===== config.mk =====
export PLATFORM = sky130hd
export DESIGN_NAME = utf8_to_utf16_transcoder
export DESIGN_NICKNAME = d
export VERILOG_FILES = /design/src/u8u16_pkg.sv /design/src/u8u16_front.sv /design/src/u8u16_fifo.sv /design/src/u8u16_back.sv /design/src/utf8_to_utf16_transcoder.sv
export SDC_FILE = /design/constraint.sdc
export NUM_CORES = 1
export LEC_CHECK = 0
export BUFFER_PORTS_ARGS = -buffer_cell sky130_fd_sc_hd__buf_4
export CAP_MARGIN = 10
export CELL_PAD_IN_SITES_DETAIL_PLACEMENT = 0
export CELL_PAD_IN_SITES_GLOBAL_PLACEMENT = 1
export CORE_ASPECT_RATIO = 1.4
export CORE_MARGIN = 2
export CORE_UTILIZATION = 45
export CTS_CLUSTER_SIZE = 28
export DETAILED_ROUTE_END_ITERATION = 8
export PLACE_DENSITY = 0.75
export SETUP_SLACK_MARGIN = 0.5
export SLEW_MARGIN = 20
export SYNTH_ARGS = -nofsm -noshare
export SYNTH_HDL_FRONTEND = slang
export SYNTH_SLANG_ARGS = --single-unit

===== constraint.sdc =====
create_clock -name clock -period 3.6 [get_ports clock]
set_input_delay 0.36 -clock clock [delete_from_list [all_inputs] [get_ports clock]]
set_output_delay 0.36 -clock clock [all_outputs]
set_load 0.01 [all_outputs]

===== src/u8u16_pkg.sv =====
package u8u16_pkg;

   typedef struct packed {
      logic [7:0] data_byte;
      logic       end_of_string;
   } req_type;

   typedef struct packed {
      logic [15:0] code_unit;
      logic        is_replacement;
      logic        run_last;
      logic        string_last;
   } rsp_type;

   typedef enum logic [2:0] {
      CLASS_CONT  = 3'd0,
      CLASS_ASCII = 3'd1,
      CLASS_LEAD2 = 3'd2,
      CLASS_LEAD3 = 3'd3,
      CLASS_LEAD4 = 3'd4,
      CLASS_BAD   = 3'd5
   } byte_kind_type;

   typedef enum logic [1:0] {
      TAIL_NONE = 2'd0,
      TAIL_UNIT = 2'd1,
      TAIL_PAIR = 2'd2
   } tail_type;

   typedef struct packed {
      logic [2:0]  qcount;
      tail_type    tail;
      logic [15:0] unit_first;
      logic [15:0] unit_second;
      logic        end_of_string;
   } job_type;

   localparam logic [15:0] UNIT_QMARK = 16'h003F;
   localparam logic [15:0] HI_SURR    = 16'hD800;
   localparam logic [5:0]  LO_SURR_HI = 6'b110111;
   localparam logic [20:0] SUPP_BASE  = 21'h010000;

   function automatic byte_kind_type classify_byte(input logic [7:0] b);
      byte_kind_type c;
      priority if (b[7] == 1'b0) c = CLASS_ASCII;
      else if (b[7:6] == 2'b10) c = CLASS_CONT;
      else if (b[7:5] == 3'b110) c = CLASS_LEAD2;
      else if (b[7:4] == 4'b1110) c = CLASS_LEAD3;
      else if (b[7:3] == 5'b11110) c = CLASS_LEAD4;
      else c = CLASS_BAD;
      return c;
   endfunction

endpackage


===== src/u8u16_front.sv =====
module u8u16_front (
   input  logic                 clock,
   input  logic                 reset,
   input  logic                 req_valid,
   output logic                 req_stall,
   input  u8u16_pkg::req_type   req_data,
   input  logic                 fifo_full,
   output logic                 push,
   output u8u16_pkg::job_type   job
);

   logic [1:0]  count_ff, count_in;
   logic [2:0]  length_ff, length_in;
   logic [14:0] acc_ff, acc_in;

   u8u16_pkg::byte_kind_type cls;
   logic        accept;
   logic        is_end;
   logic [7:0]  b;
   logic        judge_q;
   logic        judge_hold;
   logic        judge_unit;
   logic [14:0] lead_bits;
   logic [20:0] cp;
   logic [20:0] v;

   assign req_stall = fifo_full;
   assign accept    = req_valid && !fifo_full;
   assign b         = req_data.data_byte;
   assign is_end    = req_data.end_of_string;
   assign cls       = u8u16_pkg::classify_byte(b);
   assign cp        = {acc_ff, b[5:0]};
   assign v         = cp - u8u16_pkg::SUPP_BASE;

   always_comb begin
      judge_q    = 1'b0;
      judge_hold = 1'b0;
      judge_unit = 1'b0;
      lead_bits  = '0;
      unique case (cls)
         u8u16_pkg::CLASS_ASCII: judge_unit = 1'b1;
         u8u16_pkg::CLASS_LEAD2: begin
            judge_q    = is_end;
            judge_hold = !is_end;
            lead_bits  = {10'd0, b[4:0]};
         end
         u8u16_pkg::CLASS_LEAD3: begin
            judge_q    = is_end;
            judge_hold = !is_end;
            lead_bits  = {11'd0, b[3:0]};
         end
         u8u16_pkg::CLASS_LEAD4: begin
            judge_q    = is_end;
            judge_hold = !is_end;
            lead_bits  = {12'd0, b[2:0]};
         end
         default: judge_q = 1'b1;
      endcase
   end

   always_comb begin
      job               = '0;
      job.end_of_string = is_end;
      job.tail          = u8u16_pkg::TAIL_NONE;
      count_in          = count_ff;
      length_in         = length_ff;
      acc_in            = acc_ff;
      if (count_ff == 2'd0 || cls != u8u16_pkg::CLASS_CONT) begin
         // flush held bytes as '?', then judge the new byte as a lead
         job.qcount     = {1'b0, count_ff} + {2'd0, judge_q};
         job.unit_first = {8'd0, b};
         if (judge_unit) begin
            job.tail = u8u16_pkg::TAIL_UNIT;
         end
         if (judge_hold) begin
            count_in  = 2'd1;
            length_in = cls;
            acc_in    = lead_bits;
         end else begin
            count_in  = 2'd0;
            length_in = 3'd0;
         end
      end else if ({1'b0, count_ff} + 3'd1 == length_ff) begin
         count_in  = 2'd0;
         length_in = 3'd0;
         if (cp[20:16] == 5'd0) begin
            job.tail       = u8u16_pkg::TAIL_UNIT;
            job.unit_first = cp[15:0];
         end else begin
            job.tail        = u8u16_pkg::TAIL_PAIR;
            job.unit_first  = u8u16_pkg::HI_SURR + {5'd0, v[20:10]};
            job.unit_second = {u8u16_pkg::LO_SURR_HI, cp[9:0]};
         end
      end else if (is_end || count_ff == 2'd3) begin
         job.qcount = {1'b0, count_ff} + 3'd1;
         count_in   = 2'd0;
         length_in  = 3'd0;
      end else begin
         acc_in   = {acc_ff[8:0], b[5:0]};
         count_in = count_ff + 2'd1;
      end
   end

   assign push = accept && (job.qcount != 3'd0 || job.tail != u8u16_pkg::TAIL_NONE);

   always_ff @(posedge clock) begin
      if (reset) begin
         count_ff  <= 2'd0;
         length_ff <= 3'd0;
      end else if (accept) begin
         count_ff  <= count_in;
         length_ff <= length_in;
      end
   end

   always_ff @(posedge clock) begin
      if (accept) begin
         acc_ff <= acc_in;
      end
   end

endmodule


===== src/u8u16_fifo.sv =====
module u8u16_fifo (
   input  logic                 clock,
   input  logic                 reset,
   input  logic                 push,
   input  u8u16_pkg::job_type   push_job,
   output logic                 full,
   input  logic                 pop,
   output logic                 head_valid,
   output u8u16_pkg::job_type   head_job
);

   localparam int Depth = 2;
   localparam int AddrW = $clog2(Depth);

   u8u16_pkg::job_type entries_ff [Depth];
   logic [AddrW-1:0] wr_ptr_ff, wr_ptr_in;
   logic [AddrW-1:0] rd_ptr_ff, rd_ptr_in;
   logic [AddrW:0]   count_ff, count_in;

   assign full       = count_ff == (AddrW+1)'(Depth);
   assign head_valid = count_ff != '0;
   assign head_job   = entries_ff[rd_ptr_ff];

   always_comb begin
      wr_ptr_in = wr_ptr_ff;
      rd_ptr_in = rd_ptr_ff;
      count_in  = count_ff;
      if (push) begin
         wr_ptr_in = (wr_ptr_ff == AddrW'(Depth - 1)) ? '0 : wr_ptr_ff + 1'b1;
      end
      if (pop) begin
         rd_ptr_in = (rd_ptr_ff == AddrW'(Depth - 1)) ? '0 : rd_ptr_ff + 1'b1;
      end
      if (push && !pop) begin
         count_in = count_ff + 1'b1;
      end else if (pop && !push) begin
         count_in = count_ff - 1'b1;
      end
   end

   always_ff @(posedge clock) begin
      if (reset) begin
         wr_ptr_ff <= '0;
         rd_ptr_ff <= '0;
         count_ff  <= '0;
      end else begin
         wr_ptr_ff <= wr_ptr_in;
         rd_ptr_ff <= rd_ptr_in;
         count_ff  <= count_in;
      end
   end

   always_ff @(posedge clock) begin
      if (push) begin
         entries_ff[wr_ptr_ff] <= push_job;
      end
   end

endmodule


===== src/u8u16_back.sv =====
module u8u16_back (
   input  logic                 clock,
   input  logic                 reset,
   input  logic                 head_valid,
   input  u8u16_pkg::job_type   head_job,
   output logic                 pop,
   output logic                 rsp_valid,
   input  logic                 rsp_stall,
   output u8u16_pkg::rsp_type   rsp_data
);

   logic [1:0]         step_ff, step_in;
   logic               rsp_valid_ff, rsp_valid_in;
   u8u16_pkg::rsp_type rsp_data_ff, rsp_data_in;

   logic       load;
   logic       last;
   logic [2:0] idx;
   logic [2:0] tail_n;
   logic [2:0] total;

   assign idx  = {1'b0, step_ff};
   assign load = head_valid && (!rsp_valid_ff || !rsp_stall);

   always_comb begin
      unique case (head_job.tail)
         u8u16_pkg::TAIL_UNIT: tail_n = 3'd1;
         u8u16_pkg::TAIL_PAIR: tail_n = 3'd2;
         default:              tail_n = 3'd0;
      endcase
   end

   assign total = head_job.qcount + tail_n;
   assign last  = (idx + 3'd1) == total;
   assign pop   = load && last;

   always_comb begin
      rsp_data_in.run_last    = last;
      rsp_data_in.string_last = last && head_job.end_of_string;
      priority if (idx < head_job.qcount) begin
         rsp_data_in.code_unit      = u8u16_pkg::UNIT_QMARK;
         rsp_data_in.is_replacement = 1'b1;
      end else if (idx == head_job.qcount) begin
         rsp_data_in.code_unit      = head_job.unit_first;
         rsp_data_in.is_replacement = 1'b0;
      end else begin
         rsp_data_in.code_unit      = head_job.unit_second;
         rsp_data_in.is_replacement = 1'b0;
      end
   end

   always_comb begin
      step_in      = step_ff;
      rsp_valid_in = rsp_valid_ff && rsp_stall;
      if (load) begin
         step_in      = last ? 2'd0 : step_ff + 2'd1;
         rsp_valid_in = 1'b1;
      end
   end

   always_ff @(posedge clock) begin
      if (reset) begin
         step_ff      <= 2'd0;
         rsp_valid_ff <= 1'b0;
      end else begin
         step_ff      <= step_in;
         rsp_valid_ff <= rsp_valid_in;
      end
   end

   always_ff @(posedge clock) begin
      if (load) begin
         rsp_data_ff <= rsp_data_in;
      end
   end

   assign rsp_valid = rsp_valid_ff;
   assign rsp_data  = rsp_data_ff;

endmodule


===== src/utf8_to_utf16_transcoder.sv =====
// UTF-8 to UTF-16 transcoder.
// req_ channel: one byte of a UTF-8 string per transfer, end_of_string set
// on the final byte. rsp_ channel: UTF-16 code units, one per transfer, with
// is_replacement on '?' units for undecodable bytes, run_last on the last
// unit a byte causes and string_last on the final unit of the string.
// A front stage classifies each byte, assembles multi-byte sequences and
// hands a job (0 to 4 '?' units, then possibly a unit or a surrogate pair)
// to a two-entry queue; a back stage expands each job, one unit per cycle
// while rsp_stall is low, into the output register. Each unit is held in
// a queue entry and then in the output register before it reaches rsp_.
// Throughput: one byte per cycle while rsp_stall is low and each byte yields
// at most one unit; a byte yielding more units occupies the back stage until
// its last unit is loaded. req_stall rises only when the queue is full.
// While rsp_stall is high the output holds and the queue fills, then
// req_stall rises. Reset clears the held sequence, the queue and rsp_valid.
module utf8_to_utf16_transcoder (
   input  logic               clock,
   input  logic               reset,
   input  logic               req_valid,
   output logic               req_stall,
   input  u8u16_pkg::req_type req_data,
   output logic               rsp_valid,
   input  logic               rsp_stall,
   output u8u16_pkg::rsp_type rsp_data
);

   logic               push;
   logic               pop;
   logic               full;
   logic               head_valid;
   u8u16_pkg::job_type push_job;
   u8u16_pkg::job_type head_job;

   u8u16_front u_front (
      .clock     (clock),
      .reset     (reset),
      .req_valid (req_valid),
      .req_stall (req_stall),
      .req_data  (req_data),
      .fifo_full (full),
      .push      (push),
      .job       (push_job)
   );

   u8u16_fifo u_fifo (
      .clock      (clock),
      .reset      (reset),
      .push       (push),
      .push_job   (push_job),
      .full       (full),
      .pop        (pop),
      .head_valid (head_valid),
      .head_job   (head_job)
   );

   u8u16_back u_back (
      .clock      (clock),
      .reset      (reset),
      .head_valid (head_valid),
      .head_job   (head_job),
      .pop        (pop),
      .rsp_valid  (rsp_valid),
      .rsp_stall  (rsp_stall),
      .rsp_data   (rsp_data)
   );

endmodule


Word-level counts from Yosys, hierarchy flattened
Memories as Yosys holds them, arrays and structs flattened. A register that Yosys moved wholly into a read port is not among the register bits.
Index checks and enable logic that the tools add are counted.

operators by class
  add/sub/neg operators = 12
  magnitude comparators = 1
  eq/ne operators = 18
  mux-type cells = 41
  reductions and logical operators = 29

operator list
  kind                      count
  $mux W15                  4
  $mux W34                  1
  $mux W16                  2
  $mux W3                   10
  $mux W21                  1
  $sub A21 B17 Y21 const B  1
  $mux W18                  1
  $mux W17                  1
  $add A15 B12 Y16 const A  1
  $pmux W5 S3               1
  $mux W1                   12
  $mux W2                   6
  $reduce_bool A3 Y1        3
  $eq A2 B2 Y1 const B      4
  $logic_and A1 B1 Y1       8
  $add A2 B1 Y2 const B     3
  $add A2 B1 Y3 const B     2
  $eq A3 B2 Y1 const B      2
  $eq A3 B3 Y1              2
  $eq A3 B3 Y1 const B      2
  $logic_not A1 Y1          6
  $ne A2 B1 Y1 const B      3
  $reduce_bool A2 Y1        3
  $eq A5 B5 Y1 const B      1
  17 further kinds          21

storage, ports and cells
  bits in registers = 46
  RAM bits = 76
  input port bits = 13
  output and inout bits = 21
  word-level logic and storage cells = 114
  memories kept = 1

memory list
  name               words  width  rd ports  clocked after Yosys merged registers in  write ports  line              text
  u_fifo.entries_ff  2      38     1         1                                        1            u8u16_fifo.sv:15  u8u16_pkg::job_type entries_ff [Depth];

Logic depth before layout (Yosys ltp)
Gate-level depths: netlist (run 1).

  word-level depth = 18
  gate-level depth with buffers = 15
  gate-level depth less buffers = 12

Hierarchy
Synthesis (run 1) repeated with hierarchy kept, for this count alone.

unflattened totals
  cell total of the unflattened synthesis = 408
  area, all modules = 5,555.3 sq um

by module, submodules not included
  module       instances  cells an instance  area each (sq um)  sequential area each (sq um)
  u8u16_fifo   1          140                2,955.3            2,382.3
  u8u16_front  1          164                1,500.2            550.5
  u8u16_back   1          104                1,099.8            630.6

Least setup slack after synthesis (run 1)
OpenSTA, ideal clock, no wires.

  kind = input to register
  from = input port req_data[8] (netlist bit)
  to = memory u_fifo.entries_ff[0][0] (netlist bit), enable pin
  library setup time = 0.425 ns
  arrival = 3.301 ns
  data required time = 3.175 ns
  slack = -0.126 ns
  stages on the path = 9
  buffers on the path = 0
  cells stage by stage = nand2_1 a311o_1 and2_1 ha_1 ha_1 nor2_1 nor4b_1 a311oi_2 nor2b_1

on the way
  cells in the longest elaborated chain, start to end = 16
  elaborated cells on any way between the ends = 27
  those cells by class = add/sub: 1; eq/ne: 8; mux: 11; reduce/logical: 7

RTL lines
  item                                                 line                            text
  from (decl)                                          utf8_to_utf16_transcoder.sv:21  input u8u16_pkg::req_type req_data,
  $eq A5 B5 Y1                                         u8u16_pkg.sv:49                 else if (b[7:3] == 5'b11110) c = CLASS_LEAD4;
  $mux W1                                              u8u16_pkg.sv:49
  $mux W3                                              u8u16_pkg.sv:48                 else if (b[7:4] == 4'b1110) c = CLASS_LEAD3;
  $mux W3                                              u8u16_pkg.sv:47                 else if (b[7:5] == 3'b110) c = CLASS_LEAD2;
  $mux W3                                              u8u16_pkg.sv:46                 else if (b[7:6] == 2'b10) c = CLASS_CONT;
  $mux W3 (*)                                          u8u16_pkg.sv:45                 priority if (b[7] == 1'b0) c = CLASS_ASCII;
  $eq A3 B2 Y1 / $eq A3 B3 Y1 (equally long branches)  u8u16_front.sv:40               unique case (cls)
  $reduce_or A3 Y1 (no source line)                    --
  $pmux W1 S2                                          u8u16_front.sv:40
  $add A2 B1 Y3                                        u8u16_front.sv:70               job.qcount = {1'b0, count_ff} + {2'd0, judge_q};
  $mux W21 (*)                                         u8u16_front.sv:68               if (count_ff == 2'd0 || cls != u8u16_pkg::CLASS_CONT) begin
  $reduce_bool A3 Y1                                   u8u16_front.sv:104              assign push = accept && (job.qcount != 3'd0 || job.tail != u8u16_pkg::TAIL_NONE);
  $logic_or A1 B1 Y1 (*)                               u8u16_front.sv:104
  $logic_and A1 B1 Y1 (*)                              u8u16_front.sv:104
  net push                                             utf8_to_utf16_transcoder.sv:27  logic push;
  $mux W1 (*)                                          u8u16_fifo.sv:54                if (push) begin
  $mux W1 (implied by the code) (*)                    u8u16_fifo.sv:55                entries_ff[wr_ptr_ff] <= push_job;
  to (decl)                                            u8u16_fifo.sv:15

Mark *: on every way through the listed nets, which the timed path passes. The rest lies on a longest branch.

==> flow_metrics.py, run 1 <==
metrics = {
    "run_status": {
        "outcome": "finished clean",
    },
    "clock_tree": {
        "cts_htree_levels": 3,
        "cts_resized": 0,
        "cts_tree": "yes",
        "hold_buffers": 0,
        "cts_inserted_buffers": 9,
        "clockBufferDepth": 2,
        "clk_pin_slew_ns": 0.07,
        "clock_sinks": 111,
        "post_cts_buffers": 0,
        "clkLatencyLatePin_ns": 0.34,
        "cts_root_buf": "clkbuf_16",
    },
    "synth": {
        "synth_top_cell_by_area": "edfxtp_1",
        "synth_top_cells_by_count": "edfxtp_1 (98), and2_1 (21), nand2_1 (18), a21oi_1 (16), o21ai_0 (16)",
        "synth-seq-cells": 111,
        "synth_area_um2": 4900,
        "synth_top_area_share_pct": 60.1,
        "synthFlopType": "edfxtp_1",
        "synth_seq_area_share_pct": 65.4,
        "ys_warn_count": 0,
        "synth_edf_count": 98,
        "yosys-top-cells-area": "edfxtp_1 (60%), dfxtp_1 (5.3%), mux4_2 (4.6%)",
        "yosysMostFrequentCell": "edfxtp_1",
        "synth_area_per_cell_um2": 14.4,
        "syn-instance-count": 339,
        "synth_cell_types": 54,
        "synth_nets": 363,
        "synthArstFlopShare_pct": 0,
    },
    "routing": {
        "m1WireLength_um": 3660,
        "dr.pass1.iters": 4,
        "ant_nets": 0,
        "drtIter0Drc": 205,
        "top_layer_used": "met4",
        "viasPerCell": 5.35,
        "routed_wl_um": 8580,
        "via_count": 2818,
        "wl_per_cell_um": 16.3,
        "dr_wl_met2_um": 4520,
        "wl_met3_um": 239,
        "drc": 0,
    },
    "setup_path": {
        "critPathKind": "reg -> reg",
        "cp.required_ns": 3.88,
        "crit_fanout": 6,
        "cp-start-kind": "flop",
        "cp-end-kind": "flop",
        "critPathArrivalTime_ns": 3.16,
    },
    "global_route": {
        "grt_overflow": 0,
        "grt_pass1_wl_um": 14000,
        "grt_max_degree": 33,
        "antenna_found_initial": 0,
        "grt_pass1_vias": 2753,
        "grt_usage_pct": 15.6,
    },
    "pwr": {
        "p_leak_nw": 2.02,
        "ir_worst_vdd_v": 0.000285,
        "power_mw": 3.87,
        "pwr_density_cell_nw_per_um2": 687,
    },
    "timing": {
        "hold_viol": 0,
        "slew_viol_final": 0,
        "setup_viol": 0,
        "fmax_ghz": 0.347,
        "worstMarginPinSlew_ns": 0.649,
        "rsz0062_at_grt": "no",
        "finalCritPeriodShare_pct": 80.0,
        "fin_skew_ns": 0.00836,
        "period_minus_slack_ns": 2.88,
        "slew_headroom_pct": 56.6,
        "setup_tns_ns": 0,
    },
    "placed_design": {
        "place_congestion": 0.796,
        "dpl.hpwl_um": 6310,
        "place_inst": 511,
        "io_buffers": 33,
    },
    "finish": {
        "stdcell_count": 527,
        "regArea_um2": 3200,
        "fill_cells": 940,
        "syn_to_final_growth_pct": 15.1,
        "fin_nets": 405,
        "multi_input_area_um2": 1600,
        "diodes": 0,
        "drive_gt1_share_pct": 21.2,
    },
    "floorplanning": {
        "die_area_um2": 11700,
        "pin_count": 34,
        "rows": 45,
        "dieWidth_um": 92.2,
        "initial_core_util_pct": 45.8,
        "core_area_um2": 10700,
        "die_h_um": 127,
    },
    "worst_hold_path": {
        "worst_hold_path_type": "in -> reg",
    },
    "job": {
        "maxCapViolations": 0,
    },
}
power by group:
| group | internal (mW) | switching, mW | total, mW |
|---|---|---|---|
| registers | 1.74 | 0.0993 | 1.83 |
| clock network | 0.483 | 0.453 | 0.936 |
| logic | 0.497 | 0.601 | 1.10 |
placed cells by master (no fill, tap or decap), drive strengths merged, types with 9 or more instances in the layout:
cell type,count
edfxtp,98
buf,42
and2,21
nand2,18
o21ai,17
a21oi,16
inv,16
nor2,15
dfxtp,13
mux4,10
ha,10
mux2i,10
nor2b,10
clkbuf,9
stage by stage:
stage          setup slack [ns]  utilization, %  cell area [µm²]  hold slack [ns]
3_3_place_gp              0.576            49.9             5340            0.469
2_1_floorplan             0.513               -             4910            0.432
6_report                  0.719            52.7             5640            0.284
4_1_cts                   0.602            52.6             5630            0.261
5_1_grt                   0.508            52.7             5640            0.276
3_5_place_dp              0.530            49.9             5340            0.479
sequential cells by signal, indices dropped and copies added, names as in the netlist, 2 cells and up, named ones only:
name	flops
u_fifo.count_ff	2
u_back.step_ff	2
u_front.length_ff	3
u_back.rsp_data	19
u_front.count_ff	2
u_front.acc_ff	15
u_fifo.entries_ff	64
final cells by class:
type	instances	share of cell area (%)
clock buffers	9	4.00
clock inverters	7	1.15
inverters	13	0.866
multi-input cells	204	28.3
flip-flops and latches	111	56.8
well taps	141	3.13
repair buffers	42	5.66
worst max-delay path: stages, from the launching register on:
cell     delay [ns]
dfxtp_2        0.40
mux2_2         0.37
ha_1           0.21
fa_1           0.50
xnor2_1        0.12
nand2_1        0.15
nor2_1         0.17
nand2_1        0.08
ha_1           0.32
or3_1          0.38
a21oi_1        0.14
cells by family (layout without fill, tap and decap cells):
logic type | Yosys count | count (layout) | share of synthesized area, %
AND/OR/NAND/NOR | 96 | 96 | 11.3
multiplexers | 22 | 22 | 7.18
adder cells (fa/ha/maj) | 11 | 11 | 2.96
buffers and inverters | 24 | 71 | 2.25
flip-flops | 111 | 111 | 65.4
AO/OA/AOI/OAI | 62 | 62 | 8.59
XOR/XNOR | 13 | 13 | 2.33
worst paths after layout:
check	slack, ns	endpoint	depth (start not counted)	startpoint
setup / recovery	0.72	u_fifo.count_ff[1]	10	flop
hold reg to reg	0.48	u_back.rsp_valid	2	u_back.rsp_valid
setup reg to reg	0.72	u_fifo.count_ff[1]	10	flop
hold / removal	0.28	u_back.rsp_valid	3	rsp_stall
metal layers:
layer | vias up | track usage [%]
met4 | 0 | 5.79
met5 | - | 0
li1 | 1368 | -
met2 | 55 | 27.5
met3 | 12 | 3.01
met1 | 1383 | 19.1
(Power assumes the default switching activity.)
==> inputs of run 2 (changes only) <==
- CORE_UTILIZATION: 45 -> 50
- PLACE_DENSITY: 0.75 -> 0.79
- clock period: 3.6 -> 2.8 ns (I/O delays scaled with it)
==> flow_metrics.py, run 2 (same netlist as run 1, synthesis figures left out) <==
metrics = {
    "run_status": {
        "outcome": "finished clean",
    },
    "global_route": {
        "grt_use_met2_pct": 33.1,
        "use_met1_pct": 24.2,
        "grt_max_degree": 22,
        "grt_usage_pct": 19.4,
        "grt-busiest-layer": "met2",
        "grt_overflow": 0,
        "antenna_found_initial": 0,
        "grt_use_met3_pct": 4.29,
        "grt_pass1_vias": 2977,
        "grt_pass1_wl_um": 15300,
    },
    "routing": {
        "dr.pass1.iters": 4,
        "via_count": 3021,
        "drc": 0,
        "ant_nets": 0,
        "routed_wl_um": 9960,
        "viasPerCell": 5.47,
        "wl_per_cell_um": 18.0,
        "drtIter0Drc": 200,
    },
    "setup_path": {
        "cp_slowest_cell": "fa_2",
        "cp.required_ns": 3.08,
        "critPathKind": "reg -> reg",
        "critPathArrivalTime_ns": 2.91,
        "critPathMaxStageDelay_ns": 0.52,
        "cp-end-kind": "flop",
        "crit_fanout": 5,
        "cp_common_cell": "ha_4",
        "cp-start-kind": "flop",
        "cp_cell_sequence": "mux2_4, ha_4, fa_2, xnor2_1, nand2_1, nor2_2, nand2_2, ha_4, xor2_1, or3_1, a21oi_2",
    },
    "timing": {
        "fmax_ghz": 0.379,
        "rsz0062_at_grt": "yes",
        "finalCritPeriodShare_pct": 94.2,
        "slew_headroom_pct": 52.0,
        "fin_skew_ns": 0.00985,
        "hold_viol": 0,
        "slew_viol_final": 0,
        "period_minus_slack_ns": 2.64,
        "worstMarginPinSlew_ns": 0.718,
        "setup_viol": 0,
    },
    "finish": {
        "fill_cells": 651,
        "final_common_cell": "edfxtp_1",
        "stdcell_count": 552,
        "syn_to_final_growth_pct": 28.5,
        "fin_nets": 440,
        "drive_gt1_share_pct": 33.8,
        "final_cell_mix": "edfxtp_1 (98), buf_4 (58), and2_1 (19), nand2_1 (16), o21ai_0 (16)",
        "diodes": 0,
        "largest_reg_flops": 64,
        "largest-register": "u_fifo.entries_ff",
    },
    "clock_tree": {
        "cts_htree_levels": 3,
        "clk_pin_slew_ns": 0.07,
        "clkLatencyLatePin_ns": 0.35,
        "cts_inserted_buffers": 9,
        "clock_sinks": 111,
        "cts_root_buf": "clkbuf_16",
        "clockBufferDepth": 2,
        "cts_tree": "yes",
    },
    "floorplanning": {
        "dieWidth_um": 87.6,
        "pin_count": 34,
        "die_h_um": 121,
        "initial_core_util_pct": 51.5,
        "core_area_um2": 9510,
        "die_area_um2": 10600,
        "rows": 42,
    },
    "worst_hold_path": {
        "worst_hold_path_type": "in -> reg",
        "hp-start": "rsp_stall",
    },
    "placed_design": {
        "io_buffers": 33,
        "place_congestion": 0.796,
        "dpl.hpwl_um": 6110,
        "place_inst": 514,
    },
    "pwr": {
        "ir_worst_vdd_v": 0.000379,
        "power_mw": 5.74,
        "pwr_density_cell_nw_per_um2": 911,
        "p_leak_nw": 2.28,
    },
    "job": {
        "maxCapViolations": 0,
    },
}
[run 2: repair_timing]
action / 4_1_cts / 5_1_grt
hold buffers: 0 / 0
gates cloned: 3 / 4
setup buffers: 9 / 7
pin swaps: 14 / 14
setup endpoints to repair: 78 / 77
gates resized for setup: 25 / 15
[run 2: power breakdown]
group	internal, mW	switching, mW
Combinational	1.10	1.02
Sequential	2.23	0.127
Clock	0.693	0.567
[run 2: worst paths after layout]
path	end	slack (ns)	cells after the start
worst max-delay path	u_fifo.count_ff[1]	0.16	11
worst min-delay path	u_back.rsp_valid	0.20	3
worst max register to register	u_fifo.count_ff[1]	0.16	11
worst min register to register	u_back.rsp_valid	0.48	2
[run 2: worst max-delay path, delay by kind of cell, from the launching register on]
kind                       cells  cell delay [ns]
muxes                          1             0.33
adders and majority gates      3             0.84
DFF                            1             0.40
AOI/OAI and AO/OA              1             0.12
and+or+nand+nor                4             0.63
xor gates and xnor gates       2             0.25
[run 2: area by class of cell]
cell class	count	area (µm²)	area share, %
inverter	13	48.8	0.775
clock inverter	6	67.6	1.07
timing repair buffer	76	762	12.1
tap	132	165	2.62
clock buffer	9	225	3.58
sequential	111	3210	51.0
multi-input combinational	205	1820	28.9
[run 2: per-stage QoR]
step	setup slack (ns)	TNS (ns)	hold WS, ns	cell area [µm²]	utilization [%]
2_1_floorplan	-0.0817	-0.588	0.352	5010	-
3_3_place_gp	0.0590	0	0.465	5520	58.0
3_5_place_dp	0.0150	0	0.474	5520	58.0
4_1_cts	0.139	0	0.190	6070	63.8
5_1_grt	0.0607	0	0.217	6290	66.2
6_report	0.163	0	0.198	6290	66.2
[run 2: metal layers]
layer	vias to the layer above	wire, µm
met3	16	391
met4	0	216
met2	77	5380
met5	-	0
li1	1444	-
met1	1484	3980
